File: src/centered_moving_average_macros.svh
// ----------------------------------------------------------------------------
// Centered moving average: assertion macros
// Shared concurrent assertion forms for the block's modules.
// ----------------------------------------------------------------------------
`ifndef CENTERED_MOVING_AVERAGE_MACROS_SVH
`define CENTERED_MOVING_AVERAGE_MACROS_SVH

// same-cycle implication, disabled during reset
`define CMA_ASSERT_IMPL(name, clk, rst_n, ante, cons) \
  name: assert property (@(posedge clk) disable iff (!rst_n) (ante) |-> (cons)) \
    else $error("centered_moving_average: assertion failed");

// next-cycle implication, disabled during reset
`define CMA_ASSERT_NEXT(name, clk, rst_n, ante, cons) \
  name: assert property (@(posedge clk) disable iff (!rst_n) (ante) |=> (cons)) \
    else $error("centered_moving_average: assertion failed");

`endif

File: src/cma_pkg.sv
// ----------------------------------------------------------------------------
// Centered moving average: package
// Shared widths, register map and controller/datapath bundles.
// ----------------------------------------------------------------------------
package cma_pkg;

  localparam int unsigned SAMPLE_W     = 8;
  localparam int unsigned HALF_CFG_W   = 6;
  localparam int unsigned HALF_RESET   = 5;
  localparam int unsigned APB_DATA_W   = 32;
  localparam int unsigned APB_ADDR_W   = 3;

  // register index (paddr[2])
  localparam logic REG_HALF_WIDTH = 1'b0;

  typedef struct packed {
    logic accept;
    logic add;
    logic flush_init;
    logic drop;
    logic div_start;
    logic emit;
    logic k_dec;
    logic clear;
    logic flushing;
  } cma_cmd_t;

  typedef struct packed {
    logic sr_gt_half;
    logic last;
    logic k_zero;
    logic need_drop;
    logic div_done;
    logic out_free;
  } cma_sts_t;

endpackage

File: src/cma_stream_if.sv
// ----------------------------------------------------------------------------
// Centered moving average: stream interfaces
// Valid/ready channels for input samples and output means.
// ----------------------------------------------------------------------------
interface cma_in_if;
  logic                          valid;
  logic                          ready;
  logic [cma_pkg::SAMPLE_W-1:0]  sample;
  logic                          last_sample;

  modport source (output valid, output sample, output last_sample, input ready);
  modport sink   (input valid, input sample, input last_sample, output ready);
endinterface

interface cma_out_if;
  logic                          valid;
  logic                          ready;
  logic [cma_pkg::SAMPLE_W-1:0]  mean;
  logic                          end_of_record;

  modport source (output valid, output mean, output end_of_record, input ready);
  modport sink   (input valid, input mean, input end_of_record, output ready);
endinterface

File: src/cma_div.sv
// ----------------------------------------------------------------------------
// Centered moving average: divider
// Restoring unsigned divider, one quotient bit per cycle.
// ----------------------------------------------------------------------------
module cma_div #(
  parameter int unsigned NUM_W = 15,
  parameter int unsigned DEN_W = 7
) (
  input  logic             clk_i,
  input  logic             rst_ni,
  input  logic             start_i,
  input  logic [NUM_W-1:0] num_i,
  input  logic [DEN_W-1:0] den_i,
  output logic             done_o,
  output logic [NUM_W-1:0] quot_o
);

  localparam int unsigned STEP_W = $clog2(NUM_W + 1);

  logic              busy_q, busy_d;
  logic              done_q, done_d;
  logic [STEP_W-1:0] step_q, step_d;
  logic [DEN_W-1:0]  rem_q, rem_d;
  logic [DEN_W-1:0]  den_q, den_d;
  logic [NUM_W-1:0]  quo_q, quo_d;
  logic [DEN_W:0]    trial;
  logic              ge;

  assign trial = {rem_q, quo_q[NUM_W-1]};
  assign ge    = trial >= {1'b0, den_q};

  always_comb begin
    busy_d = busy_q;
    done_d = 1'b0;
    step_d = step_q;
    rem_d  = rem_q;
    den_d  = den_q;
    quo_d  = quo_q;
    if (start_i) begin
      busy_d = 1'b1;
      step_d = STEP_W'(NUM_W);
      rem_d  = '0;
      den_d  = den_i;
      quo_d  = num_i;
    end else if (busy_q) begin
      rem_d  = ge ? DEN_W'(trial - {1'b0, den_q}) : trial[DEN_W-1:0];
      quo_d  = {quo_q[NUM_W-2:0], ge};
      step_d = step_q - 1'b1;
      if (step_q == STEP_W'(1)) begin
        busy_d = 1'b0;
        done_d = 1'b1;
      end
    end
  end

  always_ff @(posedge clk_i or negedge rst_ni) begin
    if (!rst_ni) begin
      busy_q <= 1'b0;
      done_q <= 1'b0;
      step_q <= '0;
    end else begin
      busy_q <= busy_d;
      done_q <= done_d;
      step_q <= step_d;
    end
  end

  always_ff @(posedge clk_i) begin
    rem_q <= rem_d;
    den_q <= den_d;
    quo_q <= quo_d;
  end

  assign done_o = done_q;
  assign quot_o = quo_q;

endmodule

File: src/cma_dp.sv
// ----------------------------------------------------------------------------
// Centered moving average: datapath
// Sample store, running window sum, record counters and output register.
// ----------------------------------------------------------------------------
`include "centered_moving_average_macros.svh"

module cma_dp #(
  parameter int unsigned MAX_HALF = 63,
  parameter int unsigned HALF_W   = $clog2(MAX_HALF + 1),
  parameter int unsigned CNT_W    = $clog2(2 * MAX_HALF + 2),
  parameter int unsigned SUM_W    = cma_pkg::SAMPLE_W + CNT_W
) (
  input  logic                          clk_i,
  input  logic                          rst_ni,
  input  cma_pkg::cma_cmd_t             cmd_i,
  output cma_pkg::cma_sts_t             sts_o,
  input  logic [cma_pkg::HALF_CFG_W-1:0] half_cfg_i,
  input  logic [cma_pkg::SAMPLE_W-1:0]  sample_i,
  input  logic                          last_sample_i,
  input  logic                          div_done_i,
  input  logic [SUM_W-1:0]              quot_i,
  output logic [SUM_W-1:0]              sum_o,
  output logic [CNT_W-1:0]              count_o,
  input  logic                          out_ready_i,
  output logic                          out_valid_o,
  output logic [cma_pkg::SAMPLE_W-1:0]  mean_o,
  output logic                          end_o
);

  localparam int unsigned DEPTH    = 2 * MAX_HALF + 1;
  localparam int unsigned ADDR_W   = $clog2(DEPTH);
  localparam int unsigned HALF_RST =
    (cma_pkg::HALF_RESET > MAX_HALF) ? MAX_HALF : cma_pkg::HALF_RESET;

  logic [cma_pkg::SAMPLE_W-1:0] mem_q [DEPTH];
  logic [cma_pkg::SAMPLE_W-1:0] rdata_q;
  logic [cma_pkg::SAMPLE_W-1:0] sample_q;
  logic                         last_q;
  logic [HALF_W-1:0]            active_q;
  logic [HALF_W-1:0]            k_q;
  logic [SUM_W-1:0]             sum_q;
  logic [CNT_W-1:0]             count_q;
  logic [CNT_W-1:0]             sr_q;
  logic [ADDR_W-1:0]            wp_q;
  logic                         out_valid_q;
  logic [cma_pkg::SAMPLE_W-1:0] mean_q;
  logic                         end_q;

  logic [HALF_W-1:0]            half_eff;
  logic [HALF_W-1:0]            k_init;
  logic [CNT_W-1:0]             reach;
  logic [CNT_W-1:0]             need;
  logic [CNT_W:0]               oldest_w;
  logic [ADDR_W-1:0]            oldest;
  logic                         drop_add;
  logic                         end_d;
  logic [SUM_W-1:0]             sub_val;

  assign half_eff = (half_cfg_i > cma_pkg::HALF_CFG_W'(MAX_HALF))
                    ? HALF_W'(MAX_HALF) : half_cfg_i[HALF_W-1:0];
  assign k_init   = (sr_q < CNT_W'(active_q)) ? sr_q[HALF_W-1:0] : active_q;
  assign reach    = CNT_W'(active_q) + CNT_W'(k_q);
  assign need     = (sr_q >= reach) ? reach : sr_q;
  assign drop_add = count_q > CNT_W'({active_q, 1'b0});
  assign sub_val  = drop_add ? SUM_W'(rdata_q) : '0;

  assign oldest_w = ((CNT_W + 1)'(wp_q) >= (CNT_W + 1)'(count_q))
                    ? (CNT_W + 1)'(wp_q) - (CNT_W + 1)'(count_q)
                    : (CNT_W + 1)'(wp_q) + (CNT_W + 1)'(DEPTH) - (CNT_W + 1)'(count_q);
  assign oldest   = oldest_w[ADDR_W-1:0];

  assign end_d = cmd_i.flushing ? (k_q == HALF_W'(1)) : (last_q && (active_q == '0));

  // sample store
  always_ff @(posedge clk_i) begin
    if (cmd_i.add) begin
      mem_q[wp_q] <= sample_q;
    end
    rdata_q <= mem_q[oldest];
  end

  always_ff @(posedge clk_i) begin
    if (cmd_i.accept) begin
      sample_q <= sample_i;
    end
    if (cmd_i.emit) begin
      mean_q <= quot_i[cma_pkg::SAMPLE_W-1:0];
      end_q  <= end_d;
    end
  end

  always_ff @(posedge clk_i or negedge rst_ni) begin
    if (!rst_ni) begin
      last_q      <= 1'b0;
      active_q    <= HALF_W'(HALF_RST);
      k_q         <= '0;
      sum_q       <= '0;
      count_q     <= '0;
      sr_q        <= '0;
      wp_q        <= '0;
      out_valid_q <= 1'b0;
    end else begin
      if (cmd_i.accept) begin
        last_q <= last_sample_i;
        if (sr_q == '0) begin
          active_q <= half_eff;
        end
      end
      if (cmd_i.add) begin
        sum_q   <= sum_q - sub_val + SUM_W'(sample_q);
        count_q <= drop_add ? count_q : count_q + 1'b1;
        wp_q    <= (wp_q == ADDR_W'(DEPTH - 1)) ? '0 : wp_q + 1'b1;
        sr_q    <= (sr_q == CNT_W'(DEPTH)) ? sr_q : sr_q + 1'b1;
      end
      if (cmd_i.drop) begin
        sum_q   <= sum_q - SUM_W'(rdata_q);
        count_q <= count_q - 1'b1;
      end
      if (cmd_i.flush_init) begin
        k_q <= k_init;
      end else if (cmd_i.k_dec) begin
        k_q <= k_q - 1'b1;
      end
      if (cmd_i.clear) begin
        sum_q   <= '0;
        count_q <= '0;
        sr_q    <= '0;
        wp_q    <= '0;
      end
      if (cmd_i.emit) begin
        out_valid_q <= 1'b1;
      end else if (out_ready_i) begin
        out_valid_q <= 1'b0;
      end
    end
  end

  assign sts_o.sr_gt_half = sr_q > CNT_W'(active_q);
  assign sts_o.last       = last_q;
  assign sts_o.k_zero     = (k_q == '0);
  assign sts_o.need_drop  = count_q > need;
  assign sts_o.div_done   = div_done_i;
  assign sts_o.out_free   = !out_valid_q || out_ready_i;

  assign sum_o       = sum_q;
  assign count_o     = count_q;
  assign out_valid_o = out_valid_q;
  assign mean_o      = mean_q;
  assign end_o       = end_q;

  `CMA_ASSERT_IMPL(a_count_bound, clk_i, rst_ni, 1'b1,
                   count_q <= CNT_W'({active_q, 1'b0}) + CNT_W'(1))
  `CMA_ASSERT_IMPL(a_mean_range, clk_i, rst_ni, div_done_i,
                   quot_i[SUM_W-1:cma_pkg::SAMPLE_W] == '0)
  `CMA_ASSERT_IMPL(a_drop_keeps_one, clk_i, rst_ni, cmd_i.drop, count_q > CNT_W'(1))
  `CMA_ASSERT_NEXT(a_clear_empties, clk_i, rst_ni, cmd_i.clear,
                   (count_q == '0) && (sr_q == '0) && (sum_q == '0))

endmodule

File: src/cma_ctrl.sv
// ----------------------------------------------------------------------------
// Centered moving average: controller
// Sequences sample intake, window trimming, division and result delivery.
// ----------------------------------------------------------------------------
module cma_ctrl (
  input  logic              clk_i,
  input  logic              rst_ni,
  input  logic              in_valid_i,
  output logic              in_ready_o,
  input  cma_pkg::cma_sts_t sts_i,
  output cma_pkg::cma_cmd_t cmd_o
);

  localparam logic [2:0] ST_IDLE  = 3'd0;
  localparam logic [2:0] ST_ADD   = 3'd1;
  localparam logic [2:0] ST_CHECK = 3'd2;
  localparam logic [2:0] ST_FLUSH = 3'd3;
  localparam logic [2:0] ST_RD    = 3'd4;
  localparam logic [2:0] ST_DROP  = 3'd5;
  localparam logic [2:0] ST_DIV   = 3'd6;
  localparam logic [2:0] ST_EMIT  = 3'd7;

  logic [2:0] state_q, state_d;
  logic       flushing_q, flushing_d;

  always_comb begin
    state_d      = state_q;
    flushing_d   = flushing_q;
    cmd_o        = '0;
    cmd_o.flushing = flushing_q;
    in_ready_o   = 1'b0;
    unique case (state_q)
      ST_IDLE: begin
        in_ready_o = 1'b1;
        if (in_valid_i) begin
          cmd_o.accept = 1'b1;
          state_d      = ST_ADD;
        end
      end
      ST_ADD: begin
        cmd_o.add = 1'b1;
        state_d   = ST_CHECK;
      end
      ST_CHECK: begin
        priority if (sts_i.sr_gt_half) begin
          cmd_o.div_start = 1'b1;
          flushing_d      = 1'b0;
          state_d         = ST_DIV;
        end else if (sts_i.last) begin
          cmd_o.flush_init = 1'b1;
          flushing_d       = 1'b1;
          state_d          = ST_FLUSH;
        end else begin
          state_d = ST_IDLE;
        end
      end
      ST_FLUSH: begin
        priority if (sts_i.k_zero) begin
          cmd_o.clear = 1'b1;
          flushing_d  = 1'b0;
          state_d     = ST_IDLE;
        end else if (sts_i.need_drop) begin
          state_d = ST_RD;
        end else begin
          cmd_o.div_start = 1'b1;
          state_d         = ST_DIV;
        end
      end
      ST_RD: begin
        state_d = ST_DROP;
      end
      ST_DROP: begin
        cmd_o.drop = 1'b1;
        state_d    = ST_FLUSH;
      end
      ST_DIV: begin
        if (sts_i.div_done) begin
          state_d = ST_EMIT;
        end
      end
      ST_EMIT: begin
        if (sts_i.out_free) begin
          cmd_o.emit = 1'b1;
          priority if (flushing_q) begin
            cmd_o.k_dec = 1'b1;
            state_d     = ST_FLUSH;
          end else if (sts_i.last) begin
            cmd_o.flush_init = 1'b1;
            flushing_d       = 1'b1;
            state_d          = ST_FLUSH;
          end else begin
            state_d = ST_IDLE;
          end
        end
      end
      default: begin
        state_d = ST_IDLE;
      end
    endcase
  end

  always_ff @(posedge clk_i or negedge rst_ni) begin
    if (!rst_ni) begin
      state_q    <= ST_IDLE;
      flushing_q <= 1'b0;
    end else begin
      state_q    <= state_d;
      flushing_q <= flushing_d;
    end
  end

endmodule

File: src/centered_moving_average.sv
// ----------------------------------------------------------------------------
// Centered moving average
// Mean of samples i-N..i+N over a record, window shrunk at the record edges.
// ----------------------------------------------------------------------------
// Samples enter on in_if (valid/ready); last_sample closes a record. Means
// leave on out_if; end_of_record marks the record's final position.
// half_width (APB, address 0, reset 5) is taken up at the next record start.
// A sample with position below N gives no mean; later ones give the mean of
// position i-N. The final sample also flushes up to N pending means.
// Steps: a sample is accepted, written to the store and added to the window
// sum, and checked; a mean then comes from the bit-serial divider (one
// quotient bit per cycle over the 15-bit window sum). A flushed mean is
// preceded by a read and a drop for each sample that leaves the window.
// One sample is worked on at a time; the next is taken once the mean is in
// the output register (after its flush for a final sample) or if none is due.
// Reset clears the record; the sample store holds no state worth clearing.
// A stalled receiver holds the result in the output register; the block
// still accepts the next sample and waits only when a second mean is ready.
// ----------------------------------------------------------------------------
module centered_moving_average #(
  parameter int unsigned MAX_HALF = 63
) (
  input  logic                               clk_i,
  input  logic                               rst_ni,
  cma_in_if.sink                             in_if,
  cma_out_if.source                          out_if,
  input  logic                               psel,
  input  logic                               penable,
  input  logic                               pwrite,
  input  logic [cma_pkg::APB_ADDR_W-1:0]     paddr,
  input  logic [cma_pkg::APB_DATA_W-1:0]     pwdata,
  output logic [cma_pkg::APB_DATA_W-1:0]     prdata,
  output logic                               pready
);

  localparam int unsigned HALF_W = $clog2(MAX_HALF + 1);
  localparam int unsigned CNT_W  = $clog2(2 * MAX_HALF + 2);
  localparam int unsigned SUM_W  = cma_pkg::SAMPLE_W + CNT_W;

  logic [cma_pkg::HALF_CFG_W-1:0] half_q;
  cma_pkg::cma_cmd_t              cmd;
  cma_pkg::cma_sts_t              sts;
  logic                           div_done;
  logic [SUM_W-1:0]               quot;
  logic [SUM_W-1:0]               sum;
  logic [CNT_W-1:0]               count;

  // configuration register
  always_ff @(posedge clk_i or negedge rst_ni) begin
    if (!rst_ni) begin
      half_q <= cma_pkg::HALF_CFG_W'(cma_pkg::HALF_RESET);
    end else if (psel && penable && pwrite && (paddr[2] == cma_pkg::REG_HALF_WIDTH)) begin
      half_q <= pwdata[cma_pkg::HALF_CFG_W-1:0];
    end
  end

  assign pready = 1'b1;
  assign prdata = (paddr[2] == cma_pkg::REG_HALF_WIDTH)
                  ? cma_pkg::APB_DATA_W'(half_q) : '0;

  cma_ctrl u_ctrl (
    .clk_i      (clk_i),
    .rst_ni     (rst_ni),
    .in_valid_i (in_if.valid),
    .in_ready_o (in_if.ready),
    .sts_i      (sts),
    .cmd_o      (cmd)
  );

  cma_dp #(
    .MAX_HALF (MAX_HALF),
    .HALF_W   (HALF_W),
    .CNT_W    (CNT_W),
    .SUM_W    (SUM_W)
  ) u_dp (
    .clk_i         (clk_i),
    .rst_ni        (rst_ni),
    .cmd_i         (cmd),
    .sts_o         (sts),
    .half_cfg_i    (half_q),
    .sample_i      (in_if.sample),
    .last_sample_i (in_if.last_sample),
    .div_done_i    (div_done),
    .quot_i        (quot),
    .sum_o         (sum),
    .count_o       (count),
    .out_ready_i   (out_if.ready),
    .out_valid_o   (out_if.valid),
    .mean_o        (out_if.mean),
    .end_o         (out_if.end_of_record)
  );

  cma_div #(
    .NUM_W (SUM_W),
    .DEN_W (CNT_W)
  ) u_div (
    .clk_i   (clk_i),
    .rst_ni  (rst_ni),
    .start_i (cmd.div_start),
    .num_i   (sum),
    .den_i   (count),
    .done_o  (div_done),
    .quot_o  (quot)
  );

endmodule
File: src/flat_wrapper.sv
// flat-port wrapper written by rule: the top's interface ports become plain ports
module centered_moving_average_flat 
#(
  parameter int unsigned MAX_HALF = 63
)
  (clk_i, rst_ni, psel, penable, pwrite, paddr, pwdata, prdata, pready, in_if_valid, in_if_sample, in_if_last_sample, in_if_ready, out_if_valid, out_if_mean, out_if_end_of_record, out_if_ready);
  cma_in_if in_if_i ();
  cma_out_if out_if_i ();
  input  logic clk_i;
  input  logic rst_ni;
  input  logic psel;
  input  logic penable;
  input  logic pwrite;
  input  logic [cma_pkg::APB_ADDR_W-1:0] paddr;
  input  logic [cma_pkg::APB_DATA_W-1:0] pwdata;
  output logic [cma_pkg::APB_DATA_W-1:0] prdata;
  output logic pready;
  input wire logic [$bits(in_if_i.valid)-1:0] in_if_valid;
  input wire logic [$bits(in_if_i.sample)-1:0] in_if_sample;
  input wire logic [$bits(in_if_i.last_sample)-1:0] in_if_last_sample;
  output wire logic [$bits(in_if_i.ready)-1:0] in_if_ready;
  output wire logic [$bits(out_if_i.valid)-1:0] out_if_valid;
  output wire logic [$bits(out_if_i.mean)-1:0] out_if_mean;
  output wire logic [$bits(out_if_i.end_of_record)-1:0] out_if_end_of_record;
  input wire logic [$bits(out_if_i.ready)-1:0] out_if_ready;
  assign in_if_i.valid = in_if_valid;
  assign in_if_i.sample = in_if_sample;
  assign in_if_i.last_sample = in_if_last_sample;
  assign in_if_ready = in_if_i.ready;
  assign out_if_valid = out_if_i.valid;
  assign out_if_mean = out_if_i.mean;
  assign out_if_end_of_record = out_if_i.end_of_record;
  assign out_if_i.ready = out_if_ready;
  centered_moving_average #(.MAX_HALF(MAX_HALF)) u_core (.clk_i(clk_i), .rst_ni(rst_ni), .in_if(in_if_i), .out_if(out_if_i), .psel(psel), .penable(penable), .pwrite(pwrite), .paddr(paddr), .pwdata(pwdata), .prdata(prdata), .pready(pready));
endmodule
File: config.mk
export PLATFORM = sky130hd
export DESIGN_NAME = centered_moving_average_flat
export DESIGN_NICKNAME = d
export VERILOG_FILES = /design/src/cma_pkg.sv /design/src/cma_stream_if.sv /design/src/cma_div.sv /design/src/cma_dp.sv /design/src/cma_ctrl.sv /design/src/centered_moving_average.sv /design/src/flat_wrapper.sv
export VERILOG_INCLUDE_DIRS = /design/src /design/src/src
export SDC_FILE = /design/constraint.sdc
export NUM_CORES = 2
export LEC_CHECK = 0
export BUFFER_PORTS_ARGS = -buffer_cell sky130_fd_sc_hd__buf_2
export CORE_AREA = 3 3 328 330
export CTS_CLUSTER_DIAMETER = 80
export DETAILED_ROUTE_END_ITERATION = 10
export DIE_AREA = 0 0 331 333
export GPL_TIMING_DRIVEN = 0
export PLACE_DENSITY = 0.67
export SETUP_SLACK_MARGIN = 0.2
export SLEW_MARGIN = 10
export SYNTH_ARGS = -nofsm -noshare
export SYNTH_HDL_FRONTEND = slang
export SYNTH_SLANG_ARGS = --single-unit
File: constraint.sdc
create_clock -name clk_i -period 9.8 [get_ports clk_i]
set_input_delay 2.45 -clock clk_i [delete_from_list [all_inputs] [get_ports clk_i]]
set_output_delay 2.45 -clock clk_i [all_outputs]
set_load 0.01 [all_outputs]
==> results.cfg <==
[status]
status = finished, violations left
violations = max-capacitance violations, max-slew violations

[critical_path]
endpoint_kind = flip-flop
worstPathArrival_ns = 7.75
crit_chain = clkbuf_1, inv_1, ha_1, clkbuf_1, and3_1, a221oi_1, o221ai_1, a22oi_1, buf_2, buf_1, clkbuf_1, o22ai_1, o221ai_1, o2111ai_1, o221ai_1
r2r_slack_ns = 2.58
cp_max_fo = 10
r2r_start = u_core.u_dp.wp_q[0]
crit_slowest_cell = buf_1
cpPeakStageDelay_ns = 1.05
cp.required_ns = 10.33
reg2reg_depth = 15
reg2reg_to = u_core.u_dp.rdata_q[6]
critPathKind = flip-flop to flip-flop
start_kind = flip-flop

[logic_synthesis]
synth.most_common_cell = edfxtp_1
yosysTopAreaCellShare_pct = 67.2
synth_top_flop_cell = edfxtp_1
postSynthCellCount = 3354
synthTopCellsByCount = edfxtp_1, nor2_1, nand2_1
synth_edf_count = 1055
avgSynthCellArea_um2 = 14.1
ys_seq_area_share_pct = 71.3
synth_seq_cells = 1136
async_reset_ff_share_pct = 5.81
synthTopCellsByArea = edfxtp_1, dfrtp_1, o22ai_1, nor2_1, o221ai_1
synth_cell_types = 81
ys_warn_count = 0
synth_top_area_cell = edfxtp_1
netlist_area_um2 = 47100

[drt]
firstDrtPassIters = 8
drc_errors = 0
drt.antenna.violating_nets = 0
routed_via_density = 6.46
via_count = 32800
wl_um = 159000
wl_per_cell_um = 31.3
drtIter0Drc = 5966

[floorplanning]
start_util_pct = 44.9
ioPinCount = 95
core_region_area_um2 = 105000
die_area_um2 = 110000
die_h_um = 333
die_w_um = 331
fp-row-count = 119

[power]
ir_drop_mv = 0.154
p_per_area_nw_per_um2 = 178
p_total_w = 0.00960
total_leakage_power_nw = 18.2

[worst_hold_path]
whs_path_depth = 0
worstHoldStart = u_core.u_div.quot_o[6]
worstHoldPathType = flip-flop to flip-flop
hold_end = u_core.u_dp.mean_o[6]

[global_route]
grt_pass1_wl_um = 222000
grt_pass1_vias = 30800
grt_overflow = 0
antenna_found_initial = 7
grt_usage_pct = 28.3
grt_max_degree = 44

[cells_and_area]
fin_area_um2 = 54000
final_layout_size_suffix_gt1_share_pct = 10.3
final_nets = 3735
regArea_um2 = 33600
multiInputGateArea_um2 = 12200
layout.cells.non_filler = 5076
filler_cell_count = 8704
area_growth_pct = 14.5

[timing]
worst_pin_slew_ns = 1.52
fmax_ghz = 0.139
tns_ns = 0
slew_violations = 22
hold_slack_ns = 0.453
setup_viol = 0
min_period_over_period_pct = 73.7
min_period_ns = 7.22
relSlewSlack_pct = -1.17
hold_violations = 0
skew_ns = 0.0819
rsz0062_at_grt = no

[clock_network]
clock_latency_ns = 0.75
cts_tree = done
cts.repair.resized = 0
numCtsBuffers = 112
hold_buffers = 0
clock-sinks = 1136
clk_pin_slew_worst_paths_ns = 0.06
cts_setup_buffers = 0
htree_levels = 3
cts_root_buf = clkbuf_16
clockBufferDepth = 3

[place]
placedInstanceArea_um2 = 50300
place_congestion = 0.992
io_buffers = 39
hpwlAfterDp_um = 107000
dp_cells = 4857

[run]
drv_cap = 2
layer usage:
layer | up-vias | part of all wire (%) | global-route usage, %
met5 | - | 0.081 | 0.696
met4 | 8 | 6.8 | 15.7
met3 | 625 | 15 | 9.57
met2 | 2813 | 43 | 42.0
met1 | 15900 | 35 | 36.4
li1 | 13400 | - | -
placed cells by master (no fill, tap or decap), types with 22 or more instances in the layout:
cell type and instances:
edfxtp_1 1055, nor2_1 341, nand2_1 229, o22ai_1 220
clkbuf_1 163, o221ai_1 132, nor3_1 113, clkbuf_16 112
inv_1 102, ha_1 88, nand3_1 82, o21ai_0 81
buf_2 75, mux2i_1 66, dfrtp_1 62, a21oi_1 59
a2111oi_0 53, xnor2_1 37, o211ai_1 33, mux2_2 31
buf_4 30, clkinv_1 29, nor2b_1 28, buf_16 28
conb_1 27, clkinv_2 26, nand4_1 25, a21o_1 22
stage by stage:
step                utilization (%)  setup WS [ns]
floorplan                         -           4.59
global placement               46.8           2.59
detailed placement             47.8           3.10
CTS                            51.3           3.05
global route                   51.3           2.65
finish                         51.3           2.58
layout make-up:
class | count | share of cell area [%]
flip-flops and latches | 1136 | 62.3
multi-input cells | 1908 | 22.6
clock buffers | 134 | 5.38
well taps | 1391 | 3.22
repair buffers | 89 | 2.38
plain buffers | 232 | 1.94
clock inverters | 78 | 1.43
inverters | 103 | 0.716
diodes | 5 | 0.0232
critical path: cells and delay by family, from the launching register on:
family                   cells  cell delay [ns]
AND/OR/NAND/NOR              1             0.22
adder cells (fa/ha/maj)      1             0.34
AO/OA/AOI/OAI                7             2.93
flip-flops                   1             0.39
buffers and inverters        6             3.12
how the worst max path moves through the flow:
stage | endpoint | start
floorplan | u_core.u_div.quot_o[0] | u_core.u_dp.active_q[0]
finish | u_core.u_dp.rdata_q[6] | u_core.u_dp.wp_q[0]
CTS | u_core.u_dp.rdata_q[2] | u_core.u_dp.wp_q[0]
global route | u_core.u_dp.rdata_q[7] | u_core.u_dp.wp_q[0]
global placement | u_core.u_dp.sum_o[14] | u_core.u_dp.sample_q[1]
detailed placement | u_core.u_dp.rdata_q[6] | u_core.u_dp.wp_q[0]
logic make-up (layout without fill, tap and decap cells):
logic type,Yosys count,count (layout),synth area share (%)
flops,1136,1136,71.3
simple gates,896,896,8.39
compound gates,729,729,11.1
buf+inv,335,636,3.03
fa+ha+maj,102,102,2.93
mux,97,97,2.14
xor+xnor,57,57,1.07
other cells,2,32,0.0159
report_power, final:
group	internal (W)	switching, W	leakage, nW	total, W
sequential	0.00523	0.00000358	10.3	0.00523
combinational	0.0000197	0.0000182	6.07	0.0000379
clock	0.00242	0.00191	1.80	0.00433
total	0.00766	0.00193	18.2	0.00960
state kept, by name (all words and copies together) (netlist names):
signal and flops:
u_core.u_dp.out_valid_o 1, u_core.u_dp.last_q 1, u_core.u_dp.rdata_q 8, u_core.u_dp.mean_o 8, u_core.u_dp.mem_q 1016, u_core.u_dp.end_o 1
u_core.u_dp.sr_q 7, u_core.u_dp.active_q 6, u_core.u_ctrl.state_q 3, u_core.u_div.step_q 4, u_core.half_q 6, u_core.u_dp.count_o 7
u_core.u_div.done_o 1, u_core.u_div.rem_q 7, u_core.u_div.quot_o 15, u_core.u_dp.k_q 6, u_core.u_ctrl.flushing_q 1, u_core.u_dp.wp_q 7
u_core.u_dp.sample_q 8, u_core.u_div.den_q 7, u_core.u_dp.sum_o 15, u_core.u_div.busy_q 1
No activity file was read; power rests on OpenSTA's default activity.
